`config.mk`:
```
export PLATFORM = sky130hd
export DESIGN_NAME = button_gesture_detector
export DESIGN_NICKNAME = d
export VERILOG_FILES = /design/src/rtl/bgd_pkg.sv /design/src/rtl/bgd_csr.sv /design/src/rtl/bgd_core.sv /design/src/rtl/button_gesture_detector.sv
export SDC_FILE = /design/constraint.sdc
export NUM_CORES = 1
export LEC_CHECK = 0
export CORE_MARGIN = 10
export CORE_UTILIZATION = 45
export CTS_CLUSTER_SIZE = 24
export DETAILED_ROUTE_END_ITERATION = 12
export DONT_BUFFER_PORTS = 1
export GPL_TIMING_DRIVEN = 1
export SYNTH_ARGS = -nofsm -noshare
export SYNTH_HDL_FRONTEND = slang
export SYNTH_SLANG_ARGS = --single-unit
```
`constraint.sdc`:
```
create_clock -name clock -period 8.9 [get_ports clock]
set_input_delay 1.78 -clock clock [delete_from_list [all_inputs] [get_ports clock]]
set_output_delay 1.78 -clock clock [all_outputs]
set_load 0.1 [all_outputs]
```
`src/rtl/bgd_pkg.sv`:
```
// Shared types and constants for the button gesture detector.
package bgd_pkg;

   // Command codes carried in the func field.
   localparam logic [1:0] FUNC_POLL = 2'd0;
   localparam logic [1:0] FUNC_TAKE = 2'd1;
   localparam logic [1:0] FUNC_INIT = 2'd2;

   // Event codes.
   localparam logic [1:0] EV_NONE   = 2'd0;
   localparam logic [1:0] EV_SINGLE = 2'd1;
   localparam logic [1:0] EV_DOUBLE = 2'd2;
   localparam logic [1:0] EV_LONG   = 2'd3;

   // Configuration register indexes.
   localparam logic [1:0] CSR_DEBOUNCE   = 2'd0;
   localparam logic [1:0] CSR_LONG_PRESS = 2'd1;
   localparam logic [1:0] CSR_DOUBLE_GAP = 2'd2;

   // Configuration reset values in milliseconds.
   localparam logic [15:0] DEBOUNCE_RESET   = 16'd20;
   localparam logic [15:0] LONG_PRESS_RESET = 16'd1000;
   localparam logic [15:0] DOUBLE_GAP_RESET = 16'd400;

   // Gesture phases, one-hot.
   typedef enum logic [4:0] {
      PH_IDLE         = 5'b00001,
      PH_PRESSED      = 5'b00010,
      PH_LONG_HELD    = 5'b00100,
      PH_WAIT_SECOND  = 5'b01000,
      PH_WAIT_RELEASE = 5'b10000
   } phase_type;

   // Input item.
   typedef struct packed {
      logic [1:0]  func;
      logic        raw_pressed;
      logic [31:0] now_ms;
   } req_type;

   // Result item.
   typedef struct packed {
      logic [1:0] event_res;
      logic       active;
   } rsp_type;

   // Configuration register set.
   typedef struct packed {
      logic [15:0] debounce_time;
      logic [15:0] long_press_time;
      logic [15:0] double_gap_time;
   } cfg_type;

   // Debouncer and gesture state.
   typedef struct packed {
      logic        stable_level;
      logic        previous_raw;
      logic [31:0] change_time;
      phase_type   phase;
      logic [31:0] press_time;
      logic [31:0] release_time;
      logic [1:0]  pending_event;
   } state_type;

endpackage

```
`src/rtl/bgd_csr.sv`:
```
// Configuration registers of the button gesture detector.
module bgd_csr (
   input  logic            clock,
   input  logic            reset,
   input  logic            csr_write_enable,
   input  logic [1:0]      csr_index,
   input  logic [15:0]     csr_wdata,
   output bgd_pkg::cfg_type cfg
);
   import bgd_pkg::*;

   cfg_type cfg_ff;
   cfg_type cfg_in;

   // Decode the write; indexes past the register list are ignored.
   always_comb begin
      cfg_in = cfg_ff;
      if (csr_write_enable) begin
         case (csr_index)
            CSR_DEBOUNCE:   cfg_in.debounce_time   = csr_wdata;
            CSR_LONG_PRESS: cfg_in.long_press_time = csr_wdata;
            CSR_DOUBLE_GAP: cfg_in.double_gap_time = csr_wdata;
            default:        cfg_in = cfg_ff;
         endcase
      end
   end

   always_ff @(posedge clock) begin
      if (reset) begin
         cfg_ff.debounce_time   <= DEBOUNCE_RESET;
         cfg_ff.long_press_time <= LONG_PRESS_RESET;
         cfg_ff.double_gap_time <= DOUBLE_GAP_RESET;
      end else begin
         cfg_ff <= cfg_in;
      end
   end

   assign cfg = cfg_ff;

endmodule

```
`src/rtl/bgd_core.sv`:
```
// Next-state and result logic: debouncer followed by the gesture machine.
module bgd_core (
   input  bgd_pkg::cfg_type   cfg,
   input  bgd_pkg::state_type cur,
   input  bgd_pkg::req_type   item,
   output bgd_pkg::state_type nxt,
   output bgd_pkg::rsp_type   result
);
   import bgd_pkg::*;

   logic [31:0] since_change;
   logic [31:0] since_press;
   logic [31:0] since_release;
   logic        settled;
   logic        long_due;
   logic        gap_over;
   logic        rise;
   logic        fall;
   state_type   st;

   // Elapsed times wrap modulo 2^32.
   assign since_change  = item.now_ms - cur.change_time;
   assign since_press   = item.now_ms - cur.press_time;
   assign since_release = item.now_ms - cur.release_time;
   assign settled  = since_change  >= {16'd0, cfg.debounce_time};
   assign long_due = since_press   >= {16'd0, cfg.long_press_time};
   assign gap_over = since_release >= {16'd0, cfg.double_gap_time};

   always_comb begin
      st               = cur;
      rise             = 1'b0;
      fall             = 1'b0;
      result.event_res = EV_NONE;

      case (item.func)
         FUNC_POLL: begin
            // A raw change restarts the settle timer; a steady new level is accepted.
            if (item.raw_pressed != cur.previous_raw) begin
               st.previous_raw = item.raw_pressed;
               st.change_time  = item.now_ms;
            end else if (item.raw_pressed != cur.stable_level && settled) begin
               st.stable_level = item.raw_pressed;
               rise = item.raw_pressed;
               fall = !item.raw_pressed;
            end

            // Gesture machine; a release beats a long timeout on the same poll.
            case (cur.phase)
               PH_PRESSED: begin
                  if (fall) begin
                     st.release_time = item.now_ms;
                     st.phase        = PH_WAIT_SECOND;
                  end else if (long_due) begin
                     st.pending_event = EV_LONG;
                     st.phase         = PH_LONG_HELD;
                  end
               end
               PH_LONG_HELD, PH_WAIT_RELEASE: begin
                  if (fall) st.phase = PH_IDLE;
               end
               PH_WAIT_SECOND: begin
                  if (rise) begin
                     st.pending_event = EV_DOUBLE;
                     st.phase         = PH_WAIT_RELEASE;
                  end else if (gap_over) begin
                     st.pending_event = EV_SINGLE;
                     st.phase         = PH_IDLE;
                  end
               end
               default: begin
                  st.phase = PH_IDLE;
                  if (rise) begin
                     st.press_time = item.now_ms;
                     st.phase      = PH_PRESSED;
                  end
               end
            endcase
         end
         FUNC_TAKE: begin
            // Read and clear the pending event.
            result.event_res = cur.pending_event;
            st.pending_event = EV_NONE;
         end
         FUNC_INIT: begin
            // Resynchronize to the pin; press and release times are kept.
            st.previous_raw  = item.raw_pressed;
            st.stable_level  = item.raw_pressed;
            st.change_time   = item.now_ms;
            st.phase         = PH_IDLE;
            st.pending_event = EV_NONE;
         end
         default: st = cur;
      endcase

      nxt           = st;
      result.active = (st.phase != PH_IDLE) || (st.previous_raw != st.stable_level);
   end

endmodule

```
`src/rtl/button_gesture_detector.sv`:
```
// Top level of the button gesture detector.
// Debounces a sampled button level and reports single, double and long presses.
// An item is registered on acceptance, worked through the debouncer and gesture
// logic once the output register can take it, and its result is then registered
// in the output register, where rsp_valid marks it. One item is taken every
// cycle while the result side keeps up. Throughput is set by the single state
// update per cycle in the core. The input register keeps taking items while a
// finished result waits, until both registers hold an item.
module button_gesture_detector (
   input  logic              clock,
   input  logic              reset,
   input  logic              req_valid,
   output logic              req_stall,
   input  bgd_pkg::req_type  req_data,
   output logic              rsp_valid,
   input  logic              rsp_stall,
   output bgd_pkg::rsp_type  rsp_data,
   input  logic              csr_write_enable,
   input  logic [1:0]        csr_index,
   input  logic [15:0]       csr_wdata
);
   import bgd_pkg::*;

   cfg_type   cfg;
   logic      s1_valid_ff;
   logic      s1_valid_in;
   req_type   s1_item_ff;
   state_type state_ff;
   state_type state_nxt;
   rsp_type   core_rsp;
   logic      rsp_valid_ff;
   logic      rsp_valid_in;
   rsp_type   rsp_data_ff;
   logic      out_ready;
   logic      fire;

   bgd_csr u_csr (
      .clock            (clock),
      .reset            (reset),
      .csr_write_enable (csr_write_enable),
      .csr_index        (csr_index),
      .csr_wdata        (csr_wdata),
      .cfg              (cfg)
   );

   bgd_core u_core (
      .cfg    (cfg),
      .cur    (state_ff),
      .item   (s1_item_ff),
      .nxt    (state_nxt),
      .result (core_rsp)
   );

   // Handshake: the item in the input register moves on when the output register frees up.
   assign out_ready = !rsp_valid_ff || !rsp_stall;
   assign fire      = s1_valid_ff && out_ready;
   assign req_stall = s1_valid_ff && !out_ready;

   always_comb begin
      s1_valid_in = s1_valid_ff;
      if (!req_stall) s1_valid_in = req_valid;
      rsp_valid_in = rsp_valid_ff;
      if (fire) rsp_valid_in = 1'b1;
      else if (!rsp_stall) rsp_valid_in = 1'b0;
   end

   // Control registers.
   always_ff @(posedge clock) begin
      if (reset) begin
         s1_valid_ff  <= 1'b0;
         rsp_valid_ff <= 1'b0;
         state_ff.stable_level  <= 1'b0;
         state_ff.previous_raw  <= 1'b0;
         state_ff.change_time   <= 32'd0;
         state_ff.phase         <= PH_IDLE;
         state_ff.press_time    <= 32'd0;
         state_ff.release_time  <= 32'd0;
         state_ff.pending_event <= EV_NONE;
      end else begin
         s1_valid_ff  <= s1_valid_in;
         rsp_valid_ff <= rsp_valid_in;
         if (fire) state_ff <= state_nxt;
      end
   end

   // Payload registers.
   always_ff @(posedge clock) begin
      if (!req_stall && req_valid) s1_item_ff <= req_data;
      if (fire) rsp_data_ff <= core_rsp;
   end

   assign rsp_valid = rsp_valid_ff;
   assign rsp_data  = rsp_data_ff;

`ifndef SYNTH
   // The input side only stalls while an item is held in the input register.
   a_stall_holds_item: assert property (@(posedge clock) disable iff (reset)
      req_stall |-> s1_valid_ff)
      else $error("input stalled with no item held");

   // Taking the event always leaves nothing pending.
   a_take_clears: assert property (@(posedge clock) disable iff (reset)
      (fire && s1_item_ff.func == FUNC_TAKE) |=> (state_ff.pending_event == EV_NONE))
      else $error("pending event not cleared by take");

   // After a resync the block reports itself inactive.
   a_init_inactive: assert property (@(posedge clock) disable iff (reset)
      (fire && s1_item_ff.func == FUNC_INIT) |=> (rsp_valid && !rsp_data.active))
      else $error("resync result reports activity");
`endif

endmodule

```
==> metrics.yaml, run 1 <==
synthesis:
  synth-main-ff-cell: "sky130_fd_sc_hd__dfxtp_1"
  syn-instance-count: 1845
  mappedNetlistNets: 2053
  synthArstFlopShare_pct: 0
  post_synth_main_area_contributors: "sky130_fd_sc_hd__dfxtp_1, sky130_fd_sc_hd__ha_1, sky130_fd_sc_hd__a21oi_1, sky130_fd_sc_hd__edfxtp_1, sky130_fd_sc_hd__nand2_1"
  ys_seq_area_share_pct: 29.8
  synth_edf_count: 38
  post_synth_instance_area_sq_um: 14300
  warning_count_from_the_yosys_run: 0
  post_synth_top_area_share_pct: 21.8
  syn-mean-instance-area_sq_um: 7.73
  yosys.cell_types.count: 81
  synthDominantAreaCellType: "sky130_fd_sc_hd__dfxtp_1"
  synth_seq_cells: 193
die:
  initial_core_utilization_pct: 45.4
  die_h_um: 198
  io_pins: 63
  dieArea_sq_um: 39200
  core_region_area_sq_um: 31400
  row_count: 65
  die_w_um: 198
timing:
  setup_total_negative_slack_ps: 0
  report.final.setup_viol: 0
  finalClockSkew_ps: 12.2
  fmax_ghz: 0.176
  tightestPinTransition_ps: 1090
  timing.final.crit_share_pct: 63.7
  worst_slack_ps: 3230
  hold_viol_final: 0
  finalMaxSlewViolations: 0
  setup_repair_after_global_routing_missed_its_margin: "no"
  period_minus_slack_ps: 5670
  relSlewSlack_pct: 27.0
critical_path:
  crit_path_max_fanout: 4
  timing.critical_path.from_type: "flop"
  critical_path_class: "reg -> reg"
  critical_path_required_ps: 9280
  r2r_startpoint: "s1_item_ff[0]"
  endpoint_kind: "flop"
  critPathLaunch: "s1_item_ff[0]"
  worst_ep_arrival_time_ps: 6050
drt:
  initialDrtViolationCount: 850
  drt-total-wl_mm: 40.0
  route.detailed.wl_per_inst_um: 18.1
  drt.antenna.violating_nets: 0
  drc: 0
  drt_first_pass_iters: 5
  via_per_inst: 5.72
  num_vias: 12700
clock_tree:
  worstSkewPairLatency_ps: 460
  postCtsSetupBuffers: 0
  cts.clk_slew.worst_paths_ps: 80
  clock-root-buffer: "sky130_fd_sc_hd__clkbuf_16"
  clk_path_buf_depth: 2
  clkSinkCount: 193
  cts-htree-levels: 4
  cts_tree: "built"
  cts_made_buffers: 17
  cts_hold_buf: 0
  cts.repair.resized: 0
worst_hold_path:
  worst_hold_class: "reg -> reg"
  holdCritStartpoint: "state_ff[15]"
placed_design:
  gp_routability_congestion: 0.898
  io_buffer_count: 0
  preCtsSetupSlack_ps: 3340
  hpwlAfterDp_mm: 30.7
flow_run:
  max_cap_viol_count: 0
global_route:
  grt_start_max_net_pins: 156
  groute.usage.overall_pct: 20.6
  remaining_global_route_overflow: 0
  antenna_found_initial: 1
  grt_first_pass_wirelength_mm: 64.5
  first_global_vias: 12200
cells_and_area:
  combined_area_of_the_multi_input_logic_cells_sq_um: 9110
  n_fill_cell: 3163
  final_layout_size_suffix_gt1_share_pct: 4.20
  mostFrequentLayoutCells: "sky130_fd_sc_hd__nand2_1, sky130_fd_sc_hd__a21oi_1, sky130_fd_sc_hd__inv_1, sky130_fd_sc_hd__dfxtp_1, sky130_fd_sc_hd__ha_1"
  finish.net_count: 2003
  final_common_cell: "sky130_fd_sc_hd__nand2_1"
  sequential_cell_area_sq_um: 4240
  signed_area_change_from_the_synthesized_netlist_to_the_final_layout_pct: 6.45
pwr:
  pwr_density_cell_nw_per_um2: 147
  total_leakage_power_uw: 0.00541
  vdd_ir_drop_max_v: 0.000172
status:
  outcome: "finished, final reports clean"
==> power breakdown <==
part | switching, uW | internal, uW
Sequential | 39.6 | 916
Clock | 397 | 441
Combinational | 262 | 173
==> registers in the layout, indices dropped and copies added (netlist names) <==
signal and cells:
rsp_data 3, rsp_valid 1, s1_item_ff 35, s1_valid_ff 1, state_ff 105, u_csr.cfg 48
==> Yosys cell counts, drive strengths merged, types with 13 or more instances <==
library cell	n
o21a	24
nand3	64
nand2b	15
xnor2	36
buf	15
dfxtp	155
and3	16
mux2i	39
a211o	15
clkbuf	63
ha	147
inv	161
o21ai	80
nor2	130
nand2	280
nor3	30
o21bai	13
xor2	33
edfxtp	38
o211ai	16
a21o	28
nand4	27
a211oi	22
a21oi	231
==> cell families (layout without fill, tap and decap cells) <==
logic type | after synthesis | after routing | synth area share, %
xor+xnor | 69 | 69 | 4.24
mux | 44 | 44 | 3.13
other cells | 0 | 1 | 0
buf+inv | 240 | 203 | 6.52
simple gates | 640 | 640 | 20.8
compound gates | 509 | 509 | 22.2
fa+ha+maj | 150 | 150 | 13.3
flops | 193 | 193 | 29.8
==> metrics by stage <==
stage / std cells / hold WS [ps] / cell area, sq um / util [%] / total power, uW
after floorplan: 1845 / 432 / 14300 / - / 1310
after global placement: 2178 / 434 / 14500 / 46.3 / 1400
after detailed placement: 2178 / 439 / 14500 / 46.3 / 1410
after CTS: 2210 / 450 / 15200 / 48.3 / 2250
after global routing: 2210 / 468 / 15200 / 48.3 / 2350
final: 2211 / 449 / 15200 / 48.3 / 2230
==> cell type report <==
cell class / instances / area share [%]
flip-flops and latches: 193 / 28.0
well taps: 402 / 3.31
diodes: 1 / 0.0165
multi-input cells: 1412 / 60.0
clock buffers: 19 / 3.13
clock inverters: 13 / 1.10
repair buffers: 9 / 0.445
inverters: 162 / 4.01
==> path summary, 6_finish.rpt <==
| path | slack (ps) | to | depth (start not counted) |
|---|---|---|---|
| setup / recovery | 3230 | state_ff[1] | 19 |
| hold / removal | 450 | state_ff[15] | 2 |
| setup reg to reg | 3230 | state_ff[1] | 19 |
| hold reg to reg | 450 | state_ff[15] | 2 |
==> per-layer routing <==
| metal | wire length, um | up-vias | track usage (%) |
|---|---|---|---|
| met2 | 19100 | 260 | 35.2 |
| met4 | 527 | 0 | 5.18 |
| li1 | - | 6412 | - |
| met5 | 0 | - | 0 |
| met3 | 2050 | 24 | 4.21 |
| met1 | 18300 | 5961 | 25.9 |
==> critical path: stages (launching register included) <==
cell and delay (ps):
sky130_fd_sc_hd__edfxtp_1 430, sky130_fd_sc_hd__inv_1 140, sky130_fd_sc_hd__ha_1 190, sky130_fd_sc_hd__inv_1 60, sky130_fd_sc_hd__fa_1 420, sky130_fd_sc_hd__a211oi_1 330, sky130_fd_sc_hd__o211ai_1 240, sky130_fd_sc_hd__a311oi_1 420
sky130_fd_sc_hd__nor2_1 110, sky130_fd_sc_hd__xor2_1 160, sky130_fd_sc_hd__ha_1 290, sky130_fd_sc_hd__a21o_1 160, sky130_fd_sc_hd__a221o_1 330, sky130_fd_sc_hd__a2111oi_0 480, sky130_fd_sc_hd__o2111ai_1 210, sky130_fd_sc_hd__nor4_2 820
sky130_fd_sc_hd__o21ai_1 220, sky130_fd_sc_hd__o21ai_0 280, sky130_fd_sc_hd__a22oi_1 130, sky130_fd_sc_hd__a31oi_1 180
No activity file was read; power rests on OpenSTA's default activity.
==> run 2, diff against run 1 <==
- clock period: 8.9 -> 5.65 ns (I/O delays scaled with it)
==> run 2 against run 1 <==
- wire length up 0.72%
- first-iteration DRC count up 24%
- largest power group unchanged
- critical path type unchanged
- final cell count up 0.63%
- sequential power up 57%
- count of clock-buffer cells in the layout up 3
- clock power up 54%
- die area unchanged
- sequential share of layout area down 0.18 points
==> metrics.yaml, run 2 (same netlist as run 1, synthesis figures left out) <==
global_route:
  remaining_global_route_overflow: 0  # unchanged
  groute.usage.overall_pct: 20.5  # was 20.6%
  first_global_vias: 11900  # was 12.2k
  grt_first_pass_wirelength_mm: 63.7  # was 64.5 mm
  grt_start_max_net_pins: 156  # unchanged
  antenna_found_initial: 2  # was 1
critical_path:
  worst_ep_arrival_time_ps: 5430  # was 6050 ps
  regToRegSetupSlack_ps: 410  # was 3230 ps
  crit_slowest_cell: "sky130_fd_sc_hd__edfxtp_1"  # was sky130_fd_sc_hd__nor4_2
  cpPeakStageDelay_ps: 430  # was 820 ps
  crit_path_max_fanout: 4  # unchanged
  r2r_startpoint: "s1_item_ff[0]"  # unchanged
  critPathLaunch: "s1_item_ff[0]"  # unchanged
  path_buf_inv: 3  # was 2
  timing.critical_path.max_delay_family: "compound AO/OA/AOI/OAI gates"  # unchanged
  worst_r2r_endpoint: "rsp_data[0]"  # was state_ff[1]
  critical_path_class: "reg -> reg"  # unchanged
  endpoint_kind: "flop"  # unchanged
  timing.critical_path.from_type: "flop"  # unchanged
  critical_path_required_ps: 5830  # was 9280 ps
  chain_of_cells_forming_the_critical_path: "inv_1, ha_1, inv_1, fa_1, a211oi_2, o211ai_1, a311oi_2, nor2_1, xor2_1, ha_1, a21o_1, a221o_1, a2111oi_2, o2111ai_1, nor4_2, buf_4, nor2_1, a21oi_1, a2bb2oi_1, nand4b_1"  # was inv_1, ha_1, inv_1, fa_1, a211oi_1, o211ai_1, a311oi_1, nor2_1, xor2_1, ha_1, a21o_1, a221o_1, a2111oi_0, o2111ai_1, nor4_2, o21ai_1, o21ai_0, a22oi_1, a31oi_1
  worst_reg_to_reg_path_cell_count: 20  # was 19
drt:
  initialDrtViolationCount: 1058  # was 850
  drt.antenna.violating_nets: 0  # unchanged
  route.detailed.wl_per_inst_um: 18.1  # about the same
  via_per_inst: 5.75  # was 5.72
  drt_first_pass_iters: 5  # unchanged
  drt-total-wl_mm: 40.3  # was 40.0 mm
  drc: 0  # unchanged
  num_vias: 12800  # was 12.7k
cells_and_area:
  signed_area_change_from_the_synthesized_netlist_to_the_final_layout_pct: 7.14  # was 6.45%
  final_common_cell: "sky130_fd_sc_hd__nand2_1"  # unchanged
  mostFrequentLayoutCells: "sky130_fd_sc_hd__nand2_1, sky130_fd_sc_hd__a21oi_1, sky130_fd_sc_hd__inv_1, sky130_fd_sc_hd__dfxtp_1, sky130_fd_sc_hd__ha_1"  # unchanged
  instances_no_fill: 2225  # was 2211
  finish.net_count: 2018  # was 2003
  largest_register_ff_count: 105  # unchanged
  final_layout_size_suffix_gt1_share_pct: 4.99  # was 4.20%
  registers.top_by_ff_count: "state_ff"  # unchanged
clock_tree:
  clkSinkCount: 193  # unchanged
  cts_made_buffers: 17  # unchanged
  worstSkewPairLatency_ps: 470  # was 460 ps
  cts_hold_buf: 0  # unchanged
  clk_path_buf_depth: 2  # unchanged
  cts-htree-levels: 4  # unchanged
  clock-root-buffer: "sky130_fd_sc_hd__clkbuf_16"  # unchanged
  cts.clk_slew.worst_paths_ps: 80  # about the same
  cts_tree: "built"  # unchanged
timing:
  tightestPinTransition_ps: 1100  # was 1090 ps
  finalMaxSlewViolations: 0  # unchanged
  fmax_ghz: 0.191  # was 0.176 GHz
  setup_total_negative_slack_ps: 0  # unchanged
  hold_viol_final: 0  # unchanged
  finalClockSkew_ps: 16.4  # was 12.2 ps
  period_minus_slack_ps: 5240  # was 5670 ps
  report.final.setup_viol: 0  # unchanged
  hold_ws_ps: 451  # was 449 ps
  timing.final.crit_share_pct: 92.8  # was 63.7%
  relSlewSlack_pct: 26.5  # was 27.0%
  setup_repair_after_global_routing_missed_its_margin: "no"  # unchanged
  worst_slack_ps: 408  # was 3230 ps
placed_design:
  preCtsSetupSlack_ps: -117  # was 3340 ps
  placed_cells: 2189  # was 2178
  io_buffer_count: 0  # unchanged
  gp_routability_congestion: 0.931  # was 0.898
  hpwlAfterDp_mm: 31.0  # was 30.7 mm
worst_hold_path:
  hold-path-endpoint: "state_ff[19]"  # was state_ff[15]
  worst_hold_class: "reg -> reg"  # unchanged
  timing.hold.worst_path_depth: 2  # unchanged
  holdCritStartpoint: "state_ff[19]"  # was state_ff[15]
pwr:
  total_leakage_power_uw: 0.00548  # was 0.00541 uW
  vdd_ir_drop_max_v: 0.000202  # was 0.000172 V
  pwr_density_cell_nw_per_um2: 229  # was 147 nW/um^2
die:
  dieArea_sq_um: 39200  # unchanged
  die_h_um: 198  # unchanged
  io_pins: 63  # unchanged
  core_region_area_sq_um: 31400  # unchanged
  row_count: 65  # unchanged
  die_w_um: 198  # unchanged
  initial_core_utilization_pct: 45.4  # unchanged
status:
  outcome: "finished, final reports clean"  # unchanged
flow_run:
  max_cap_viol_count: 0  # unchanged
==> run 2: stage by stage <==
stage / area [sq um] / total power, uW / utilization, %
6_report: 15300 / 3490 / 48.7
4_1_cts: 15200 / 3510 / 48.5
5_1_grt: 15300 / 3670 / 48.7
2_1_floorplan: 14300 / 2060 / -
3_3_place_gp: 14600 / 2210 / 46.6
3_5_place_dp: 14600 / 2220 / 46.6
==> run 2: power breakdown <==
part	internal [uW]	switching (uW)	total, uW
logic	280	420	701
registers	1440	56.3	1500
clock network	721	569	1290
total	2450	1050	3490
==> run 2: what timing repair did <==
action                                 4_1_cts  5_1_grt
endpoints found under the hold margin        0        0
setup endpoints to repair                    5        5
resized for setup                            1        3
pin swaps                                    0        1
cloned                                       0        0
setup buffers                                0        4
==> run 2: tightest hold or removal path, stage by stage, from the launching register on <==
cell and delay [ps]:
sky130_fd_sc_hd__dfxtp_1 310, sky130_fd_sc_hd__nand2_1 50, sky130_fd_sc_hd__a21oi_1 50
==> run 2: routing by layer <==
layer	up-vias	wire length (um)	GRT usage, %
met2	298	18700	33.6
met3	49	2030	2.68
met5	-	18	0
li1	6448	-	-
met1	6003	18800	27.2
met4	2	794	6.83
==> run 2: worst max-delay path by stage <==
stage / slack [ps] / cells after the start / endpoint
after floorplan: 1080 / 19 / rsp_data[0]
after CTS: 20 / 20 / rsp_data[0]
final: 410 / 20 / rsp_data[0]
after global routing: 40 / 20 / rsp_data[0]
after detailed placement: -120 / 20 / rsp_data[0]
after global placement: -50 / 20 / rsp_data[0]
==> run 2: cell type report <==
cell class              count  area (sq um)
clock buffers              22           497
well taps                 402           503
flip-flops and latches    193          4240
diodes                      1          2.50
inverters                 162           608
repair buffers             24           180
multi-input cells        1412          9130
clock inverters             9           115
fillers                  3117         16100
